**src/rtl/fpq_pkg.sv**
```systemverilog
// ----------------------------------------------------------------------------
// fpq_pkg: shared types and constants of the framed packet queue
// Op and status codes, store geometry, and the command and status bundles
// passed between the controller and the datapath.
// ----------------------------------------------------------------------------
package fpq_pkg;

	localparam int SLOTS        = 16;
	localparam int SLOT_W       = $clog2(SLOTS);
	localparam int COUNT_W      = $clog2(SLOTS + 1);
	localparam int SLOT_BYTES   = 256;
	localparam int BYTE_W       = $clog2(SLOT_BYTES);
	localparam int ADDR_W       = SLOT_W + BYTE_W;
	localparam int MAX_PAYLOAD  = 255;
	localparam int HEADER_BYTES = 4;
	localparam int OFFSET_W     = 9;

	localparam logic [1:0] OP_PUSH  = 2'd0;
	localparam logic [1:0] OP_POP   = 2'd1;
	localparam logic [1:0] OP_CLEAR = 2'd2;

	localparam logic [1:0] ST_OK    = 2'd0;
	localparam logic [1:0] ST_DROP  = 2'd1;
	localparam logic [1:0] ST_EMPTY = 2'd2;
	localparam logic [1:0] ST_TRUNC = 2'd3;

	// Commands from the controller to the datapath
	typedef struct packed {
		logic       load;       // capture the request fields
		logic       mem_wr;     // write payload byte, advance push offset
		logic       commit;     // close the open packet into its slot
		logic       drop_wr;    // update the drop flag
		logic       drop_val;
		logic       pop_adv;    // read next byte of oldest packet
		logic       clear;      // reset pointers, count and counter
		logic       res_load;   // load the result registers
		logic [1:0] res_status;
	} cmd_t;

	// Status from the datapath to the controller
	typedef struct packed {
		logic [1:0] op;
		logic       eop;
		logic       count_zero;
		logic       slots_full;
		logic       offset_zero;
		logic       offset_max;
		logic       dropping;
	} stat_t;

endpackage

```
**src/rtl/fpq_ctrl.sv**
```systemverilog
// ----------------------------------------------------------------------------
// fpq_ctrl: request sequencer of the framed packet queue
// Captures a request, then decodes it against the queue status into
// datapath commands in the execute state, and raises the result strobe.
// ----------------------------------------------------------------------------
module fpq_ctrl import fpq_pkg::*; (
	input  logic  clk,
	input  logic  arst_n,
	input  logic  start,
	output logic  busy,
	output logic  done,
	input  stat_t stat,
	output cmd_t  cmd
);

	localparam logic S_IDLE = 1'b0;
	localparam logic S_EXEC = 1'b1;

	logic state_q;
	logic done_q;
	logic start_drop;
	logic drop_now;

	always_ff @(posedge clk or negedge arst_n) begin
		if (!arst_n) begin
			state_q <= S_IDLE;
			done_q  <= 1'b0;
		end else begin
			done_q <= (state_q == S_EXEC);
			case (state_q)
				S_IDLE: begin
					if (start) state_q <= S_EXEC;
				end
				S_EXEC: state_q <= S_IDLE;
				default: state_q <= S_IDLE;
			endcase
		end
	end

	assign busy = (state_q != S_IDLE);
	assign done = done_q;

	// a packet that starts while every slot is taken is discarded whole
	assign start_drop = !stat.dropping && stat.offset_zero && stat.slots_full;
	assign drop_now   = stat.dropping || start_drop;

	always_comb begin
		cmd            = '0;
		cmd.load       = (state_q == S_IDLE) && start;
		cmd.res_status = ST_OK;
		if (state_q == S_EXEC) begin
			cmd.res_load = 1'b1;
			case (stat.op)
				OP_PUSH: begin
					if (drop_now) begin
						cmd.drop_wr    = 1'b1;
						cmd.drop_val   = !stat.eop;
						cmd.res_status = ST_DROP;
					end else begin
						if (stat.offset_max) cmd.res_status = ST_TRUNC;
						else                 cmd.mem_wr     = 1'b1;
						cmd.commit = stat.eop;
					end
				end
				OP_POP: begin
					if (stat.count_zero) cmd.res_status = ST_EMPTY;
					else                 cmd.pop_adv    = 1'b1;
				end
				OP_CLEAR: cmd.clear = 1'b1;
				default: ;
			endcase
		end
	end

endmodule

```
**config.mk**
```make
export PLATFORM = sky130hd
export DESIGN_NAME = fpq_ctrl
export DESIGN_NICKNAME = d
export VERILOG_FILES = /design/src/rtl/fpq_pkg.sv /design/src/rtl/fpq_ctrl.sv
export SDC_FILE = /design/constraint.sdc
export NUM_CORES = 1
export LEC_CHECK = 0
export ABC_AREA = 1
export BUFFER_PORTS_ARGS = -buffer_cell sky130_fd_sc_hd__buf_2
export CELL_PAD_IN_SITES_DETAIL_PLACEMENT = 0
export CELL_PAD_IN_SITES_GLOBAL_PLACEMENT = 1
export CORE_AREA = 2 2 39 41
export CTS_CLUSTER_DIAMETER = 60
export DETAILED_ROUTE_END_ITERATION = 10
export DIE_AREA = 0 0 41 43
export PLACE_DENSITY = 0.59
export SYNTH_ARGS = -nofsm -noshare
export SYNTH_HDL_FRONTEND = slang
export SYNTH_SLANG_ARGS = --single-unit
```
**constraint.sdc**
```tcl
create_clock -name clk -period 2.3 [get_ports clk]
set_input_delay 0.345 -clock clk [delete_from_list [all_inputs] [get_ports clk]]
set_output_delay 0.345 -clock clk [all_outputs]
set_load 0.01 [all_outputs]
```
==> results of run 1 <==
[logic make-up after synthesis]
logic type / Yosys count / synth area share, %
simple gates: 17 / 48.3
buf+inv: 6 / 14.7
flops: 2 / 28.0
compound gates: 1 / 9.09
[final timing paths]
| kind | from | slack (ns) | end | cells past startpoint |
|---|---|---|---|---|
| min in group asynchronous | arst_n | 0.44 | busy | 2 |
| hold / removal | start | 0.34 | busy | 3 |
| hold reg to reg | busy | 0.55 | done | 0 |
| setup reg to reg | busy | 1.59 | busy | 1 |
| setup / recovery | busy | 0.79 | cmd[5] | 3 |
| max in group asynchronous | arst_n | 1.77 | done | 2 |
[critical path, delay by kind of cell (launching register included)]
family | cells | cell delay (ns)
buffers and inverters | 1 | 0.15
DFF | 1 | 0.48
and+or+nand+nor | 2 | 0.31
[per-layer routing]
metal | vias up | GRT usage (%)
met3 | 0 | 3.14
met5 | - | 0
met4 | 0 | 8.00
met1 | 90 | 6.09
li1 | 132 | -
met2 | 16 | 8.44
[cells in the mapped netlist]
cell,number
buf_4,1
nand2_2,1
nand3_1,2
nand4_1,1
nand2_1,4
dfrtp_1,2
inv_1,5
nor3_2,1
a21oi_4,1
nor2_1,6
nand3_2,1
nor2_2,1
[through the flow]
stage / hold slack [ns] / total power [mW]
floorplan: 0.0494 / 0.0582
global placement: 0.131 / 0.0774
detailed placement: 0.131 / 0.0776
CTS: 0.327 / 0.160
global route: 0.333 / 0.170
finish: 0.337 / 0.154
[final cells by class]
cell class | instances | area (um2) | area share [%]
Clock buffer | 3 | 22.5 | 6.74
Timing Repair Buffer | 23 | 120 | 36.0
Inverter | 5 | 18.8 | 5.62
Multi-Input combinational cell | 18 | 103 | 30.7
Tap cell | 16 | 20.0 | 5.99
Sequential cell | 2 | 50.0 | 15.0
[sequential cells by signal, summed over array words and instances (netlist names)]
signal	cells
done	1
busy	1
[where the power goes]
group / switching [mW] / internal [mW] / leakage [nW]
clock network: 0.0181 / 0.0574 / 0.0138
registers: 0.00304 / 0.0378 / 0.0250
logic: 0.0200 / 0.0171 / 0.169
==> impl_metrics.toml, run 1 <==
[power_and_ir_drop]
irDropWorstVdd_mv = 0.255
powerDensity_nw_per_um2 = 460
p_leak_nw = 0.208

[synthesis]
syn_area_um2 = 179
seq_area_frac_synth_pct = 28.0
synth_top_area_share_pct = 28.0
yosys_warnings = 0
synth_top_area_cell = "dfrtp_1"
synth_cells = 26
ys_types = 12
syn_area_per_cell_um2 = 6.88
synth-seq-cells = 2
synth.area.top_cells = "dfrtp_1 (28%), nor2_1 (13%), inv_1 (10%), a21oi_4 (9.1%), nand2_1 (8.4%)"
synth_fp_nets = 37

[place]
port_buffers = 22
place_inst = 63
place_congestion = 0.548
dpl.hpwl_um = 418
place_worst_setup_slack_ns = 0.928
placed_cell_area_um2 = 302

[global_routing]
grt_pass1_vias = 185
grt_usage_pct = 6.42
grt_pass1_wl_um = 690
grt_max_degree = 9
antenna_found_initial = 0
grt.overflow.total = 0

[die]
die_w_um = 41
start_util_pct = 12.9
core-area_um2 = 1380
die_y_um = 43
num_rows = 14
pin_count = 23
die-area_um2 = 1760

[outcome]
status = "finished, final reports clean"

[route]
wl_met3_um = 75
drtIter0Drc = 3
drt_wl_total_um = 495
drtPass1Iterations = 4
final_antenna_net_count = 0
topRoutingLayerUsed = "met3"
drt-met1-wl_um = 211
wl_per_cell_um = 7.39
via_per_inst = 3.55
met2WireLength_um = 209
drc = 0
dr_total_vias = 238

[cts]
hold_buffers = 1
cts_resized = 0
cts_sinks = 2
root_buffer = "clkbuf_4"
path_clk_slew_ns = 0.03
cts_htree_levels = 1
clk-insertion-delay-late_ns = 0.22
cts_made_buffers = 3
cts_tree = "done"
postCtsSetupBuffers = 0
ctsLongestPathBuffers = 2

[final_layout]
final_area_um2 = 334
areaGrowthSynthToFinish_pct = 86.7
instances_no_fill = 67
diodes = 0
nets = 64
drive_gt1_share_pct = 58.8
layout_common_cells = "buf_2 (22), nor2_1 (6), inv_1 (5)"
final_common_cell = "buf_2"
fill_cells = 157
final_util_pct = 24.1

[hold_path]
worstHoldPathType = "primary input to register"

[timing]
hold_viol = 0
setup_slack_ns = 0.787
rsz0062_at_grt = "no"
period_minus_slack_ns = 1.51
slew_violations = 0
setup_tns_ns = 0
tightestPinTransition_ns = 0.270
skew_ns = 0.00184
finalSetupViolations = 0
max_freq_mhz = 661
fin_crit_sh_pct = 65.8
max_slew_margin_pct = 82.0

[worst_setup_path]
start_kind = "register"
endpoint_kind = "output port"
worstSetupPathType = "register to output port"
cp_cell_sequence = "nand3_2 > nor3_2 > buf_2"
crit_fanout = 8
required_ns = 1.96
crit_arrival_ns = 1.17
cpPeakStageDelay_ns = 0.48
cp_slowest_cell = "dfrtp_1"

[flow_run]
cap_violations = 0
(Power assumes the default switching activity.)
==> run 2: changes to the inputs <==
==> constraint.sdc (replaced) <==
create_clock -name clk -period 1.45 [get_ports clk]
set_input_delay 0.2175 -clock clk [delete_from_list [all_inputs] [get_ports clk]]
set_output_delay 0.2175 -clock clk [all_outputs]
set_load 0.01 [all_outputs]
==> run 2 against run 1 <==
Against the previous run:
- via count up 3.4%
- clock-buffer cell count unchanged
- non-clock buffer count unchanged
- sequential cell count unchanged
- largest power group unchanged
- power up 61%
- worst setup slack worse by 0.63 ns
- worst hold slack worse by 0.13 ns
==> impl_metrics.toml, run 2 (same netlist as run 1, synthesis figures left out) <==
[outcome]
status = "finished, final reports clean"

[cts]
cts_tree = "done"
root_buffer = "clkbuf_4"
cts_made_buffers = 3
clk-insertion-delay-late_ns = 0.22
ctsLongestPathBuffers = 2
cts_htree_levels = 1
path_clk_slew_ns = 0.03
cts_sinks = 2
postCtsSetupBuffers = 0

[place]
place_congestion = 0.592
place_inst = 63
port_buffers = 22
place_worst_setup_slack_ns = 0.300
dpl.hpwl_um = 431

[die]
start_util_pct = 12.9
die_y_um = 43
die_w_um = 41
num_rows = 14
pin_count = 23
die-area_um2 = 1760
core-area_um2 = 1380

[worst_setup_path]
r2r_slack_ns = 0.78
endpoint_kind = "output port"
timing.rr.start = "busy"
start_kind = "register"
reg2regPathDepth = 1
crit_fanout = 8
worstSetupPathType = "register to output port"
r2r-end = "busy"
required_ns = 1.23
crit_arrival_ns = 1.08

[route]
drt_wl_total_um = 523
drtIter0Drc = 3
drc = 0
drtPass1Iterations = 4
wl_per_cell_um = 7.81
dr_total_vias = 246
via_per_inst = 3.67
final_antenna_net_count = 0

[timing]
setup_tns_ns = 0
tightestPinTransition_ns = 0.174
hold_viol = 0
setup_slack_ns = 0.157
period_minus_slack_ns = 1.29
holdWs_ns = 0.206
skew_ns = 0.00218
slew_violations = 0
max_freq_mhz = 773
finalSetupViolations = 0
fin_crit_sh_pct = 89.2
rsz0062_at_grt = "no"
max_slew_margin_pct = 88.4

[final_layout]
areaGrowthSynthToFinish_pct = 87.4
layout_common_cells = "buf_2 (22), nor2_1 (6), inv_1 (5)"
drive_gt1_share_pct = 60.8
diodes = 0
nets = 64
instances_no_fill = 67
final_common_cell = "buf_2"

[global_routing]
grt_usage_pct = 6.41
grt_pass1_vias = 179
grt_max_degree = 9
grt_pass1_wl_um = 738
grt.overflow.total = 0
antenna_found_initial = 0

[hold_path]
worstHoldPathType = "primary input to register"
hold_path_startpoint = "start"
min_path_cells = 3
min_to = "busy"

[power_and_ir_drop]
powerDensity_nw_per_um2 = 739
power_uw = 248
irDropWorstVdd_mv = 0.383
p_leak_nw = 0.206

[flow_run]
cap_violations = 0
-- run 2: changes by cell type in the layout (fill, tap and decap cells not counted) --
cell,before,now
dfrtp_2,0,1
dfrtp_1,2,1
-- run 2: metrics by stage --
stage          util, %  area, um2
4_1_cts           24.1        334
5_1_grt           24.2        335
6_report          24.2        335
2_1_floorplan        -        179
3_5_place_dp      21.8        302
3_3_place_gp      21.8        302
-- run 2: routing by layer --
layer | routed length [um] | share of wire, % | vias to the layer above | global-route usage [%]
li1 | - | - | 134 | -
met1 | 213 | 41 | 96 | 8.63
met2 | 219 | 42 | 16 | 6.88
met3 | 91 | 17 | 0 | 4.71
met4 | 0 | 0 | 0 | 4.00
met5 | 0 | 0 | - | 0
-- run 2: layout make-up --
type                       count  area, um2
tap                           16       20.0
inverter                       5       18.8
sequential                     2       51.3
timing repair buffer          23        120
multi-input combinational     18        103
fill                         157       1050
clock buffer                   3       22.5
-- run 2: how the worst max path moves through the flow --
stage                     start      to  slack, ns
after global placement     busy  cmd[1]       0.31
final                      busy  cmd[1]       0.16
after global routing       busy  cmd[1]       0.05
after CTS                  busy  cmd[1]       0.05
after detailed placement   busy  cmd[1]       0.30
after floorplan            busy  cmd[5]       0.38
-- run 2: repair_timing --
| action | CTS | global route |
|---|---|---|
| resized for setup | 0 | 1 |
| hold buffers | 1 | 0 |
| setup endpoints to repair | 0 | 2 |
| endpoints found under the hold margin | 2 | 0 |
-- run 2: where the power goes --
group	switching, mW	internal, mW	total, mW
clock	0.0321	0.0914	0.123
combinational	0.0321	0.0272	0.0593
sequential	0.00474	0.0604	0.0651
total	0.0689	0.179	0.248
-- run 2: critical path: stages (launching register included) --
cell and delay, ns:
dfrtp_2 0.43, nand2_2 0.08, nor2_2 0.09, nand3_1 0.07, nand2_1 0.06, buf_2 0.12
==> run 3: changes to the inputs <==
==> constraint.sdc (replaced) <==
create_clock -name clk -period 1.2 [get_ports clk]
set_input_delay 0.18 -clock clk [delete_from_list [all_inputs] [get_ports clk]]
set_output_delay 0.18 -clock clk [all_outputs]
set_load 0.01 [all_outputs]
==> run 3 against run 2 <==
Against the previous run:
- the flow now finishes with violations (negative setup slack)
- die area unchanged
- sequential cell count did not move
- non-clock buffer count increased by 3
- first-iteration DRC count is the same
- critical path depth down 1
==> impl_metrics.toml, run 3 (same netlist as run 1, synthesis figures left out) <==
[outcome]
status = "finished, violations left"
failed_checks = "negative setup slack"

[timing]
period_minus_slack_ns = 1.22
rsz0062_at_grt = "yes"
slew_violations = 0
fin_crit_sh_pct = 102
skew_ns = 0.000974
max_slew_margin_pct = 88.5
hold_viol = 0
holdWs_ns = 0.193
max_freq_mhz = 821
setup_slack_ns = -0.0182
tightestPinTransition_ns = 0.171
finalSetupViolations = 3

[power_and_ir_drop]
p_leak_nw = 0.224
irDropWorstVdd_mv = 0.462
powerDensity_nw_per_um2 = 839

[die]
core-area_um2 = 1380
die_y_um = 43
start_util_pct = 12.9
die_w_um = 41
die-area_um2 = 1760
pin_count = 23
num_rows = 14

[route]
drtPass1Iterations = 4
drt_wl_total_um = 573
via_per_inst = 3.76
drtIter0Drc = 3
dr_total_vias = 263
final_antenna_net_count = 0
wl_per_cell_um = 8.19
drc = 0

[global_routing]
grt_max_degree = 6
grt_pass1_wl_um = 821
grt.overflow.total = 0
grt_pass1_vias = 232
antenna_found_initial = 0
grt_usage_pct = 7.41

[hold_path]
min_to = "busy"
hold_path_startpoint = "start"
worstHoldPathType = "primary input to register"
min_path_cells = 3

[worst_setup_path]
crit_arrival_ns = 1.04
crit_path_start = "busy"
r2r_slack_ns = 0.45
endpoint_kind = "output port"
start_kind = "register"
crit_fanout = 4
reg2regPathDepth = 2
required_ns = 1.02
r2r-end = "busy"
worstSetupPathType = "register to output port"
timing.rr.start = "busy"

[cts]
cts_tree = "done"
cts_sinks = 2
root_buffer = "clkbuf_4"
cts_htree_levels = 1
cts_made_buffers = 3
ctsLongestPathBuffers = 2
path_clk_slew_ns = 0.03
clk-insertion-delay-late_ns = 0.22

[final_layout]
drive_gt1_share_pct = 64.8
instances_no_fill = 70
diodes = 0
final_common_cell = "buf_2"
areaGrowthSynthToFinish_pct = 110
layout_common_cells = "buf_2 (21), inv_1 (5), nor2_1 (5)"
nets = 67

[place]
port_buffers = 22
place_inst = 64
dpl.hpwl_um = 459
place_congestion = 0.571

[flow_run]
cap_violations = 0
-- run 3: through the flow --
stage / util (%) / cell area [um2] / setup WS [ns] / TNS (ns) / power [mW]
after floorplan: - / 179 / 0.165 / 0 / 0.112
after global placement: 22.3 / 309 / 0.173 / 0 / 0.152
after detailed placement: 22.3 / 309 / 0.154 / 0 / 0.153
after CTS: 25.9 / 359 / -0.0850 / -0.293 / 0.321
after global routing: 27.1 / 375 / -0.104 / -0.556 / 0.342
final: 27.1 / 375 / -0.0182 / -0.0384 / 0.315
-- run 3: worst max-delay path, stage by stage (launching register included) --
cell     delay (ns)
dfrtp_2        0.42
buf_6          0.12
nand4_1        0.08
nand2_1        0.05
buf_2          0.13
-- run 3: worst max path at each step --
stage	slack, ns	to
after global routing	-0.10	cmd[5]
after floorplan	0.16	cmd[5]
after detailed placement	0.15	cmd[1]
final	-0.02	cmd[1]
after CTS	-0.09	cmd[1]
after global placement	0.17	cmd[5]
-- run 3: what timing repair did --
action / CTS / global route
gates resized for setup: 1 / 4
pin swaps: 4 / 1
endpoints found under the setup margin: 7 / 9
hold buffers: 1 / 0
hold endpoints to repair: 2 / 0
buffers inserted: 2 / 0
-- run 3: layout make-up --
cell class              count  area [um2]
fillers                   163        1010
flip-flops and latches      2        51.3
multi-input cells          18         110
repair buffers             26         153
well taps                  16        20.0
inverters                   5        18.8
clock buffers               3        22.5
-- run 3: report_power, final --
group | leakage, nW | switching (mW) | internal (mW)
combinational | 0.187 | 0.0454 | 0.0440
sequential | 0.0238 | 0.00386 | 0.0730
clock | 0.0138 | 0.0383 | 0.110
total | 0.224 | 0.0875 | 0.227
-- run 3: layer usage --
metal  vias to the layer above  track usage [%]  part of all wire (%)  routed length (um)
met3                         2             3.66                    12                  69
met1                       106             6.71                    38                 219
met2                        18             10.6                    47                 268
met4                         0             8.00                   3.0                  17
met5                         -                0                     0                   0
li1                        137                -                     -                   -
